File: config.mk
export PLATFORM = sky130hd
export DESIGN_NAME = rational_arithmetic_unit_core_flat
export DESIGN_NICKNAME = d
export VERILOG_FILES = /design/src/sv/rau_pkg.sv /design/src/sv/rau_if.sv /design/src/sv/rau_alu.sv /design/src/sv/rational_arithmetic_unit_core.sv /design/src/flat_wrapper.sv
export SDC_FILE = /design/constraint.sdc
export NUM_CORES = 2
export LEC_CHECK = 0
export BUFFER_PORTS_ARGS = -buffer_cell sky130_fd_sc_hd__buf_2
export CORE_MARGIN = 1.5
export CORE_UTILIZATION = 50
export DETAILED_ROUTE_END_ITERATION = 10
export HOLD_SLACK_MARGIN = 0.1
export PLACE_DENSITY = 0.76
export SYNTH_ARGS = -nofsm -noshare
export SYNTH_HDL_FRONTEND = slang
export SYNTH_SLANG_ARGS = --single-unit
File: constraint.sdc
create_clock -name clk -period 34.3 [get_ports clk]
set_input_delay 5.145 -clock clk [delete_from_list [all_inputs] [get_ports clk]]
set_output_delay 5.145 -clock clk [all_outputs]
set_load 0.02 [all_outputs]
File: src/sv/rau_pkg.sv
// Package for the rational arithmetic unit: widths, operation and status codes.
// No dependencies.
`timescale 1ns / 1ps
package rau_pkg;
  localparam int DATA_WIDTH = 32;
  localparam int PROD_WIDTH = 2 * DATA_WIDTH;
  localparam int SUM_WIDTH  = PROD_WIDTH + 1;
  localparam int CNT_WIDTH  = $clog2(SUM_WIDTH + 1);

  localparam logic [1:0] OP_ADD = 2'd0;
  localparam logic [1:0] OP_SUB = 2'd1;
  localparam logic [1:0] OP_MUL = 2'd2;
  localparam logic [1:0] OP_DIV = 2'd3;

  localparam logic [1:0] ST_OK       = 2'd0;
  localparam logic [1:0] ST_ZERO_DEN = 2'd1;
  localparam logic [1:0] ST_OVERFLOW = 2'd2;

  typedef struct packed {
    logic [1:0]                   operation;
    logic signed [DATA_WIDTH-1:0] a_num;
    logic signed [DATA_WIDTH-1:0] a_den;
    logic signed [DATA_WIDTH-1:0] b_num;
    logic signed [DATA_WIDTH-1:0] b_den;
  } rau_in_t;

  typedef struct packed {
    logic signed [DATA_WIDTH-1:0] res_num;
    logic [DATA_WIDTH-2:0]        res_den;
    logic [1:0]                   status;
  } rau_out_t;
endpackage

File: src/sv/rau_if.sv
// Valid/ready channel interface for the rational arithmetic unit.
// Depends on rau_pkg for payload widths.
`timescale 1ns / 1ps
interface rau_in_if;
  import rau_pkg::*;
  logic    valid;
  logic    ready;
  rau_in_t data;
  modport source (output valid, output data, input ready);
  modport sink (input valid, input data, output ready);
endinterface

interface rau_out_if;
  import rau_pkg::*;
  logic     valid;
  logic     ready;
  rau_out_t data;
  modport source (output valid, output data, input ready);
  modport sink (input valid, input data, output ready);
endinterface

File: src/sv/rau_alu.sv
// Shared arithmetic unit: one add/subtract/compare on SUM_WIDTH magnitudes.
// Depends on rau_pkg.
`timescale 1ns / 1ps
module rau_alu (
  input  logic [rau_pkg::SUM_WIDTH-1:0] x,
  input  logic [rau_pkg::SUM_WIDTH-1:0] y,
  input  logic                          sub,
  output logic [rau_pkg::SUM_WIDTH-1:0] res,
  output logic                          x_ge_y
);
  import rau_pkg::*;
  logic [SUM_WIDTH:0] diff;
  always_comb begin
    diff   = {1'b0, x} - {1'b0, y};
    x_ge_y = !diff[SUM_WIDTH];
    res    = sub ? diff[SUM_WIDTH-1:0] : (x + y);
  end
endmodule

File: src/sv/rational_arithmetic_unit_core.sv
// Top level of the rational arithmetic unit: sequencer, registers and shared ALU.
// Depends on rau_pkg, rau_if and rau_alu.
//
// Usage: items enter on in_ch (operation, a_num, a_den, b_num, b_den) and one
// result item leaves on out_ch (res_num, res_den, status) per input item.
// The block takes one item at a time; in_ch.ready is high only when idle and
// the output register is empty. Products are formed by shift-add after a load
// step (two or three products, in turn), the sum by an ALU pass that is
// repeated after a swap when the signs differ and the first magnitude is the
// smaller, the GCD by the Euclidean method with restoring remainders, and the
// two exact divisions by restoring division. All work goes through one shared
// add/subtract/compare unit. Reset returns the sequencer to idle and empties
// the output register. If the receiver stalls, the result is held in the
// output register and no new item is taken until it is delivered.
`timescale 1ns / 1ps
module rational_arithmetic_unit_core (
  input  logic clk,
  input  logic rst,
  rau_in_if.sink    in_ch,
  rau_out_if.source out_ch
);
  import rau_pkg::*;

  localparam logic [3:0] S_IDLE = 4'd0;
  localparam logic [3:0] S_MUL  = 4'd1;
  localparam logic [3:0] S_NEXT = 4'd2;
  localparam logic [3:0] S_ADD  = 4'd3;
  localparam logic [3:0] S_GCHK = 4'd4;
  localparam logic [3:0] S_GDIV = 4'd5;
  localparam logic [3:0] S_QDIV = 4'd6;
  localparam logic [3:0] S_DONE = 4'd7;

  logic [3:0] state;
  logic [1:0] step;
  logic [CNT_WIDTH-1:0] cnt;
  logic [1:0] op;
  logic [DATA_WIDTH-1:0] an, ad, bn, bd;
  logic sn_an, sn_ad, sn_bn, sn_bd;
  logic [SUM_WIDTH-1:0] acc, mcand;
  logic [DATA_WIDTH-1:0] mplier;
  logic [SUM_WIDTH-1:0] p0, p1;
  logic s0, s1, s2;
  logic [SUM_WIDTH-1:0] nmag, dmag, gx, gy;
  logic nneg;
  logic [SUM_WIDTH-1:0] rem, quo, dvd, dvs;
  logic qsel;
  logic out_valid;
  rau_out_t out_data;

  logic [SUM_WIDTH-1:0] alu_x, alu_y, alu_res;
  logic alu_sub, alu_ge;
  logic [SUM_WIDTH-1:0] rem_sh;

  rau_alu u_alu (.x(alu_x), .y(alu_y), .sub(alu_sub), .res(alu_res), .x_ge_y(alu_ge));

  function automatic logic [DATA_WIDTH-1:0] mag_of(input logic [DATA_WIDTH-1:0] v);
    mag_of = v[DATA_WIDTH-1] ? (~v + 1'b1) : v;
  endfunction

  assign rem_sh = {rem[SUM_WIDTH-2:0], dvd[SUM_WIDTH-1]};

  always_comb begin
    alu_x = acc;
    alu_y = mcand;
    alu_sub = 1'b0;
    case (state)
      S_ADD: begin
        alu_x = p0;
        alu_y = p1;
        alu_sub = (s0 != s1);
      end
      S_GDIV, S_QDIV: begin
        alu_x = rem_sh;
        alu_y = dvs;
        alu_sub = 1'b1;
      end
      default: begin
        alu_x = acc;
        alu_y = mcand;
        alu_sub = 1'b0;
      end
    endcase
  end

  assign in_ch.ready  = (state == S_IDLE) && !out_valid;
  assign out_ch.valid = out_valid;
  assign out_ch.data  = out_data;

  always_ff @(posedge clk) begin
    if (rst) begin
      state <= S_IDLE;
      out_valid <= 1'b0;
    end else begin
      if (out_valid && out_ch.ready) out_valid <= 1'b0;
      case (state)
        S_IDLE: begin
          if (in_ch.valid && in_ch.ready) begin
            op <= in_ch.data.operation;
            an <= mag_of(in_ch.data.a_num); sn_an <= in_ch.data.a_num[DATA_WIDTH-1];
            ad <= mag_of(in_ch.data.a_den); sn_ad <= in_ch.data.a_den[DATA_WIDTH-1];
            bn <= mag_of(in_ch.data.b_num); sn_bn <= in_ch.data.b_num[DATA_WIDTH-1];
            bd <= mag_of(in_ch.data.b_den); sn_bd <= in_ch.data.b_den[DATA_WIDTH-1];
            if (in_ch.data.a_den == '0 || in_ch.data.b_den == '0 ||
                (in_ch.data.operation == OP_DIV && in_ch.data.b_num == '0)) begin
              out_data <= '{res_num: '0, res_den: '0, status: ST_ZERO_DEN};
              out_valid <= 1'b1;
            end else begin
              step <= 2'd0;
              state <= S_NEXT;
            end
          end
        end
        S_NEXT: begin
          // load multiplier pair for product number step
          acc <= '0;
          cnt <= '0;
          state <= S_MUL;
          case (step)
            2'd0: begin
              mcand <= SUM_WIDTH'(an);
              mplier <= (op == OP_MUL) ? bn : bd;
            end
            2'd1: begin
              mcand <= SUM_WIDTH'(ad);
              mplier <= (op == OP_DIV) ? bn : bd;
            end
            default: begin
              mcand <= SUM_WIDTH'(bn);
              mplier <= ad;
            end
          endcase
        end
        S_MUL: begin
          if (mplier[0]) acc <= alu_res;
          mcand <= {mcand[SUM_WIDTH-2:0], 1'b0};
          mplier <= mplier >> 1;
          cnt <= cnt + 1'b1;
          if (cnt == CNT_WIDTH'(DATA_WIDTH - 1)) begin
            step <= step + 1'b1;
            case (step)
              2'd0: begin
                p0 <= mplier[0] ? alu_res : acc;
                s0 <= (op == OP_MUL) ? (sn_an ^ sn_bn) : (sn_an ^ sn_bd);
                state <= S_NEXT;
              end
              2'd1: begin
                dmag <= mplier[0] ? alu_res : acc;
                s2 <= (op == OP_DIV) ? (sn_ad ^ sn_bn) : (sn_ad ^ sn_bd);
                if (op == OP_MUL || op == OP_DIV) begin
                  nmag <= p0;
                  nneg <= s0;
                  state <= S_GCHK;
                  gx <= p0;
                  gy <= mplier[0] ? alu_res : acc;
                end else begin
                  state <= S_NEXT;
                end
              end
              default: begin
                p1 <= mplier[0] ? alu_res : acc;
                s1 <= (sn_bn ^ sn_ad) ^ (op == OP_SUB);
                state <= S_ADD;
              end
            endcase
          end
        end
        S_ADD: begin
          if (s0 == s1 || alu_ge) begin
            nmag <= alu_res;
            nneg <= s0;
            gx <= alu_res;
            gy <= dmag;
            state <= S_GCHK;
          end else begin
            // swap so the larger magnitude is subtracted from
            p0 <= p1;
            p1 <= p0;
            s0 <= s1;
            s1 <= s0;
          end
        end
        S_GCHK: begin
          if (gy == '0) begin
            // gx is the gcd; divide numerator first
            dvs <= gx;
            dvd <= nmag;
            rem <= '0;
            quo <= '0;
            cnt <= '0;
            qsel <= 1'b0;
            state <= S_QDIV;
          end else begin
            dvs <= gy;
            dvd <= gx;
            rem <= '0;
            cnt <= '0;
            state <= S_GDIV;
          end
        end
        S_GDIV: begin
          rem <= alu_ge ? alu_res : rem_sh;
          dvd <= {dvd[SUM_WIDTH-2:0], 1'b0};
          cnt <= cnt + 1'b1;
          if (cnt == CNT_WIDTH'(SUM_WIDTH - 1)) begin
            gx <= gy;
            gy <= alu_ge ? alu_res : rem_sh;
            state <= S_GCHK;
          end
        end
        S_QDIV: begin
          rem <= alu_ge ? alu_res : rem_sh;
          quo <= {quo[SUM_WIDTH-2:0], alu_ge};
          dvd <= {dvd[SUM_WIDTH-2:0], 1'b0};
          cnt <= cnt + 1'b1;
          if (cnt == CNT_WIDTH'(SUM_WIDTH - 1)) begin
            cnt <= '0;
            rem <= '0;
            quo <= '0;
            if (!qsel) begin
              nmag <= {quo[SUM_WIDTH-2:0], alu_ge};
              dvd <= dmag;
              qsel <= 1'b1;
            end else begin
              dmag <= {quo[SUM_WIDTH-2:0], alu_ge};
              state <= S_DONE;
            end
          end
        end
        S_DONE: begin
          if (!out_valid) begin
            if (dmag[SUM_WIDTH-1:DATA_WIDTH-1] != '0 ||
                ((nneg && nmag != '0 && s2 == 1'b0) || (!nneg && nmag != '0 && s2)
                  ? (nmag > (SUM_WIDTH'(1) << (DATA_WIDTH - 1)))
                  : (nmag[SUM_WIDTH-1:DATA_WIDTH-1] != '0))) begin
              out_data <= '{res_num: '0, res_den: '0, status: ST_OVERFLOW};
            end else if ((nneg != s2) && nmag != '0) begin
              out_data <= '{res_num: DATA_WIDTH'(~nmag + 1'b1),
                            res_den: dmag[DATA_WIDTH-2:0], status: ST_OK};
            end else begin
              out_data <= '{res_num: nmag[DATA_WIDTH-1:0],
                            res_den: dmag[DATA_WIDTH-2:0], status: ST_OK};
            end
            out_valid <= 1'b1;
            state <= S_IDLE;
          end
        end
        default: state <= S_IDLE;
      endcase
    end
  end
endmodule
File: src/flat_wrapper.sv
// flat-port wrapper written by rule: the top's interface ports become plain ports
module rational_arithmetic_unit_core_flat import rau_pkg::*;
  (clk, rst, in_ch_valid, in_ch_data, in_ch_ready, out_ch_valid, out_ch_data, out_ch_ready);
  rau_in_if in_ch_i ();
  rau_out_if out_ch_i ();
  input  logic clk;
  input  logic rst;
  input wire logic [$bits(in_ch_i.valid)-1:0] in_ch_valid;
  input wire logic [$bits(in_ch_i.data)-1:0] in_ch_data;
  output wire logic [$bits(in_ch_i.ready)-1:0] in_ch_ready;
  output wire logic [$bits(out_ch_i.valid)-1:0] out_ch_valid;
  output wire logic [$bits(out_ch_i.data)-1:0] out_ch_data;
  input wire logic [$bits(out_ch_i.ready)-1:0] out_ch_ready;
  assign in_ch_i.valid = in_ch_valid;
  assign in_ch_i.data = in_ch_data;
  assign in_ch_ready = in_ch_i.ready;
  assign out_ch_valid = out_ch_i.valid;
  assign out_ch_data = out_ch_i.data;
  assign out_ch_i.ready = out_ch_ready;
  rational_arithmetic_unit_core u_core (.clk(clk), .rst(rst), .in_ch(in_ch_i), .out_ch(out_ch_i));
endmodule
# After elaboration in Yosys (flattened, before gate mapping)
# Index checks and enable logic that the tools add are counted.
# Widths: inputs -> output; s select.
[word_totals]
register_bits = 1028
word_cells = 254
inputBits = 134
[classes]
order_cmp = 1
reduce_logical = 58
mux = 103
addsub = 9
eq_ne = 33
n_bitwise = 12
[op_table]
columns = ["operator", "n"]
rows = [
  ["$mux 65", 34],
  ["$pmux 65 s2", 8],
  ["$pmux 65 s3", 4],
  ["$mux 64", 3],
  ["$pmux 32 s2", 3],
  ["$pmux 64 s3", 1],
  ["$add 32x1->32 const B", 5],
  ["$not 32->32", 5],
  ["$pmux 64 s2", 1],
  ["$mux 31", 4],
  ["$logic_not 32->1", 3],
  ["$reduce_bool 34->1", 2],
  ["$sub 65x65->66", 1],
  ["$add 65x65->65", 1],
  ["$gt 65x32->1 const B", 1],
  ["$logic_not 65->1", 1],
  ["$reduce_bool 65->1", 1],
  ["$mux 32", 2],
  ["$mux 4", 8],
  ["$pmux 4 s8", 1],
  ["$pmux 7 s3", 1],
  ["$reduce_and 5->1", 4],
  ["$mux 1", 19],
  ["$eq 4x3->1 const B", 4],
  ["other kinds (34)", 99],
]

# Depth between registers and ports, before layout
[depth]
depth_word = 10
ltp_mapped = 25
mapped_depth_nobuf = 20

# By module
# Synthesis repeated with hierarchy kept, for this count alone.
[hier_totals]
cells_unflattened = 5355
hier_area_um2 = 57880.5
[by_module_without_submodules]
columns = ["module", "instances", "seq_area_each_um2", "cells_per_inst", "area_each_um2"]
rows = [
  ["rational_arithmetic_unit_core", 1, 30799.5, 4018, 49273.5],
  ["rau_alu", 1, 0.0, 1337, 8607.0],
]

# Worst setup path after synthesis
# No wires, ideal clock.
[synth_timing]
path_type = "input-to-reg"
startpoint = "input port rst"
endpoint = "register u_core.acc[0] (enable)"
path_slack_ns = 17.029
setup_time_ns = 0.882
cell_stages = 2
t_arrival_ns = 16.388
t_required_ns = 33.418
cell_sequence = "clkbuf_1 -> nor3_1"
[synth_via]
elab_chain_cells = 2
[synth_rtl]
columns = ["element", "line_no", "source"]
rows = [
  ["start, declared", "flat_wrapper.sv:7", "input logic rst;"],
  ["$not 1->1 (no line)", "n/a", ""],
  ["$reduce_and 2->1 (no line)", "n/a", ""],
  ["end signal, assigned", "rational_arithmetic_unit_core.sv:134", "if (mplier[0]) acc <= alu_res;"],
  ["end, declared", "rational_arithmetic_unit_core.sv:39", "logic [SUM_WIDTH-1:0] acc, mcand;"],
]
# No other way between the ends.
# A chain may end at the register's enable or synchronous reset.

# Worst setup path in the final report
[layout_timing]
startpoint = "register u_core.state[1]"
endpoint = "register u_core.gx[57] (enable)"
[layout_via]
elab_chain_cells = 8
word_cells_on_any_way = 17
[layout_rtl]
columns = ["element", "line_no", "source"]
rows = [
  ["start, declared", "rational_arithmetic_unit_core.sv:33", "logic [3:0] state;"],
  ["start signal, assigned", "rational_arithmetic_unit_core.sv:91", "state <= S_IDLE;"],
  ["start signal, assigned", "rational_arithmetic_unit_core.sv:109", "state <= S_NEXT;"],
  ["start signal, assigned", "rational_arithmetic_unit_core.sv:117", "state <= S_MUL;"],
  ["$eq 4x3->1, on equally long branches", "rational_arithmetic_unit_core.sv:66, rational_arithmetic_unit_core.sv:95", ""],
  ["$reduce_or 2->1", "rational_arithmetic_unit_core.sv:66", "case (state)"],
  ["$pmux 65 s2", "rational_arithmetic_unit_core.sv:66", ""],
  ["$sub 65x65->66", "rau_alu.sv:14", "diff = {1'b0, x} - {1'b0, y};"],
  ["$logic_not 1->1", "rau_alu.sv:15", "x_ge_y = !diff[SUM_WIDTH];"],
  ["$logic_or 1x1->1", "rational_arithmetic_unit_core.sv:168", "if (s0 == s1 || alu_ge) begin"],
  ["$ne 2x1->1 (no line)", "n/a", ""],
  ["$reduce_and 7->1 (no line) (*)", "n/a", ""],
  ["end signal, assigned", "rational_arithmetic_unit_core.sv:153", "gx <= p0;"],
  ["end signal, assigned", "rational_arithmetic_unit_core.sv:171", "gx <= alu_res;"],
  ["end signal, assigned", "rational_arithmetic_unit_core.sv:205", "gx <= gy;"],
  ["end, declared", "rational_arithmetic_unit_core.sv:43", "logic [SUM_WIDTH-1:0] nmag, dmag, gx, gy;"],
]
# Mark *: on every way between the ends. The rest lies on a longest branch, timed or not.

==> impl_results.md <==
* #FFs+latches synth at between 1,000 and 1,500
* Vias in the first global route at between 40,000 and 50,000
* Max-cap violations at 0
* Initial core utilization at between 50% and 60%
* Setup ws final at approximately 25 ns
* Largest net degree at the start of global routing at between 150 and 200
* Pwr per Cell Area at 99.96 mW/mm^2
* Number of synthesized flops with an enable pin at between 1,000 and 1,500
* Crit-path max FO at 63
* Via count at ~51,000
* Postcts setup bufs at 0
* CTS Hold Buffers Added at 0
* Drt total wl at ~210,000 microns
* Final Hold Fails at 0
* DP Worst Slack at about 25 ns
* Total CTS buffers at about 110
* Design area at ~0.066 sq mm
* Worst slew margin at approximately 16%
* Nets@finish at 6,032
* GRT overflow at 0
* Clock power share at between 10% and 20%
* Worst EP required at 34.62 ns
* Post-DP HPWL at 143,600 microns
* Register area share after synthesis at 51.19%
* Tcrit/Tclk final at approximately a quarter
* Die area at 0.1224 sq mm
* Synthesized cell area at about 0.06 sq mm
* Maximum VDD drop at just under 0.00006 V
* Top-Level Pins at 201
* Syn Area/Cell at around 10 sq um
* Skew final at 0.05438 ns
* CTS tree: done
* Input/output buffers at 200
* Switching share of power at approximately 46%
* Yosys warning count at 0
* Worst setup SP type: flop
* Type of the most critical hold path: reg2reg
* Number of max-slew violations in the final report at 0
* Core Util, Final at 55.01%
* Minimum clock period at 9.114 ns
* Initial antenna violation count at 6
* Via density at 6.827
* Status: finished, final reports clean
* Switching power at around 0.0030 W
* PostCTS Resize Cnt at 0
* Total track usage at between 30% and 40%
* Number of H-tree levels at 3
* Placed inst area at around 0.063 sq mm
* Router iterations before antenna repair at 10
* Routability cong. at 1.042
* Skew-Pair Late Insertion Delay at ~0.74 ns
* Data arrival time of the critical path at approximately 9.4 ns
* WS Path Type: reg2reg
* # fillers at between 10,000 and 15,000
* Clock-pin transition on the worst setup and hold timing paths at 0.06 ns
* Max Freq at ~110 MHz
* Num Clock Sinks at 1,027
* Setup_tns at 0 ns
* Ys async rst share at 0%
* Initial drt markers at around 7,800
* Unrepaired setup endpoints after global routing: false
* Clock Path Buffers at 3
* Commonest non-fill, non-tap cell in the layout: edfxtp_1
* Core Area at roughly 0.12 sq mm
* Root Buffer: clkbuf_16
* Combinational share of power at between 50% and 60%
* Post-Synthesis Cells at 5,780
* Most frequent cells in the layout: edfxtp_1 (1,023), nand2_1 (694), nor2_1 (524)
* Die width at 349.9 microns
* DRC viols at 0
* CP Capture Type: flop
* Layout cells sized above 1 at approximately an eighth
* Post-synth cell types at 98
* R2R depth at 21
* Final setup viols at 0
* Hold depth at 1
* Worst-Margin Slew at roughly 1.3 ns
* Prevailing post-synth register cell: edfxtp_1
* ANT nets after route at 0
* Cell Int Power at between 0.003 and 0.004 W
* WL per Instance at 28.25 microns
* Mapped Nets at between 6,000 and 7,000
* Seq pwr share at around 30%
* Leakage at about 24 nW
* Die Height at between 300 and 400 microns
* Layout overhead on the synthesized area at 9.378%
* Row cnt at 127
* First-pass GRT wire length at slightly above 300,000 microns
[critical path, stage by stage (launching register included)]
cell and delay [ns]:
dfxtp_4 0.63, buf_4 0.67, nand2_1 0.25, nand2b_1 0.18, o21ai_4 0.18, buf_4 0.37, buf_4 0.39, a221o_1 0.46
ha_1 0.44, or3_1 0.47, nor2_1 0.15, a21boi_1 0.30, o21ai_1 0.13, a21oi_1 0.30, o31ai_1 0.24, nand2_1 0.18
a211oi_2 0.12, nor3_4 0.40, o21ai_1 0.28, a21oi_4 0.77, buf_4 0.75, buf_4 0.88
[power by group through the flow]
stage / Clock [W] / Combinational (W) / Sequential (W)
finish: 0.00112 / 0.00353 / 0.00192
floorplan: 0 / 0.00244 / 0.00189
CTS: 0.00112 / 0.00343 / 0.00191
global route: 0.00117 / 0.00376 / 0.00193
global placement: 0 / 0.00335 / 0.00193
detailed placement: 0 / 0.00341 / 0.00193
[state kept, by name, indices dropped and copies added (netlist names), 64 cells and up]
name	count
u_core.out_ch.data	65
u_core.dmag	65
u_core.quo	64
u_core.gx	65
u_core.nmag	65
u_core.p1	65
u_core.dvd	65
u_core.dvs	65
u_core.acc	65
u_core.gy	65
u_core.p0	65
u_core.rem	64
u_core.mcand	65
[through the flow]
step	cells	hold slack, ns	power (W)
5_1_grt	7447	0.5606	0.006861
2_1_floorplan	5780	0.4707	0.004327
4_1_cts	7446	0.5423	0.006460
6_report	7449	0.5347	0.006579
3_3_place_gp	7262	0.5146	0.005273
3_5_place_dp	7262	0.5301	0.005340
[cells by family (layout without fill, tap and decap cells)]
family | Yosys count | count (layout) | share of synthesized area [%]
compound gates | 1664 | 1664 | 19.79
xor+xnor | 219 | 219 | 3.188
fa+ha+maj | 140 | 140 | 2.936
buf+inv | 594 | 648 | 3.793
flops | 1027 | 1027 | 51.19
mux | 258 | 258 | 4.716
other cells | 0 | 3 | 0
simple gates | 1878 | 1878 | 14.40
[worst paths after layout]
path / from / to / slack [ns]
worst min-delay path: u_core.dvd[48] / u_core.dvd[49] / 0.53
worst min register to register: u_core.dvd[48] / u_core.dvd[49] / 0.53
worst max-delay path: u_core.state[1] / u_core.gx[57] / 25.19
worst max register to register: u_core.state[1] / u_core.gx[57] / 25.19
[routing by layer]
layer,vias up,track usage (%),routed length [microns]
met3,511,9.419,29350
met4,10,13.16,8306
li1,21900,-,-
met1,24740,45.69,81560
met2,3698,50.28,91110
met5,-,0,72
[synth_stat cells, drive strengths merged, types with 38 or more instances]
cell    number  area (sq um)
edfxtp    1023         30720
nand2      697          2616
nor2       531          1996
a21oi      360          1817
clkbuf     342          1284
o21ai      258          1314
a221o      223          2232
mux2       194          2185
and3       181          1132
xnor2      181          1585
inv        165         619.4
a22oi      152          1141
ha         138          1727
a22o       113         989.7
a21o        93         698.2
buf         86         375.4
a31oi       83         519.3
o31ai       80         605.6
nand3       68         340.3
nor3        68         377.9
nor4        68         437.9
mux2i       64         653.1
o21bai      54         405.4
nor2b       46         287.8
nand4       40         250.2
or3         38         242.7
xor2        38         332.8
[area by class of cell]
| class | instances | area (sq um) | share of cell area [%] |
|---|---|---|---|
| sequential | 1027 | 30810 | 46.81 |
| multi-input combinational | 4159 | 27330 | 41.52 |
| clock buffer | 133 | 2775 | 4.217 |
| tap | 1612 | 2017 | 3.065 |
| timing repair buffer | 298 | 1762 | 2.677 |
| inverter | 166 | 625.6 | 0.9505 |
| clock inverter | 51 | 489.2 | 0.7433 |
| antenna | 3 | 7.507 | 0.01141 |
Note: power is estimated with default switching activity, not from simulation.
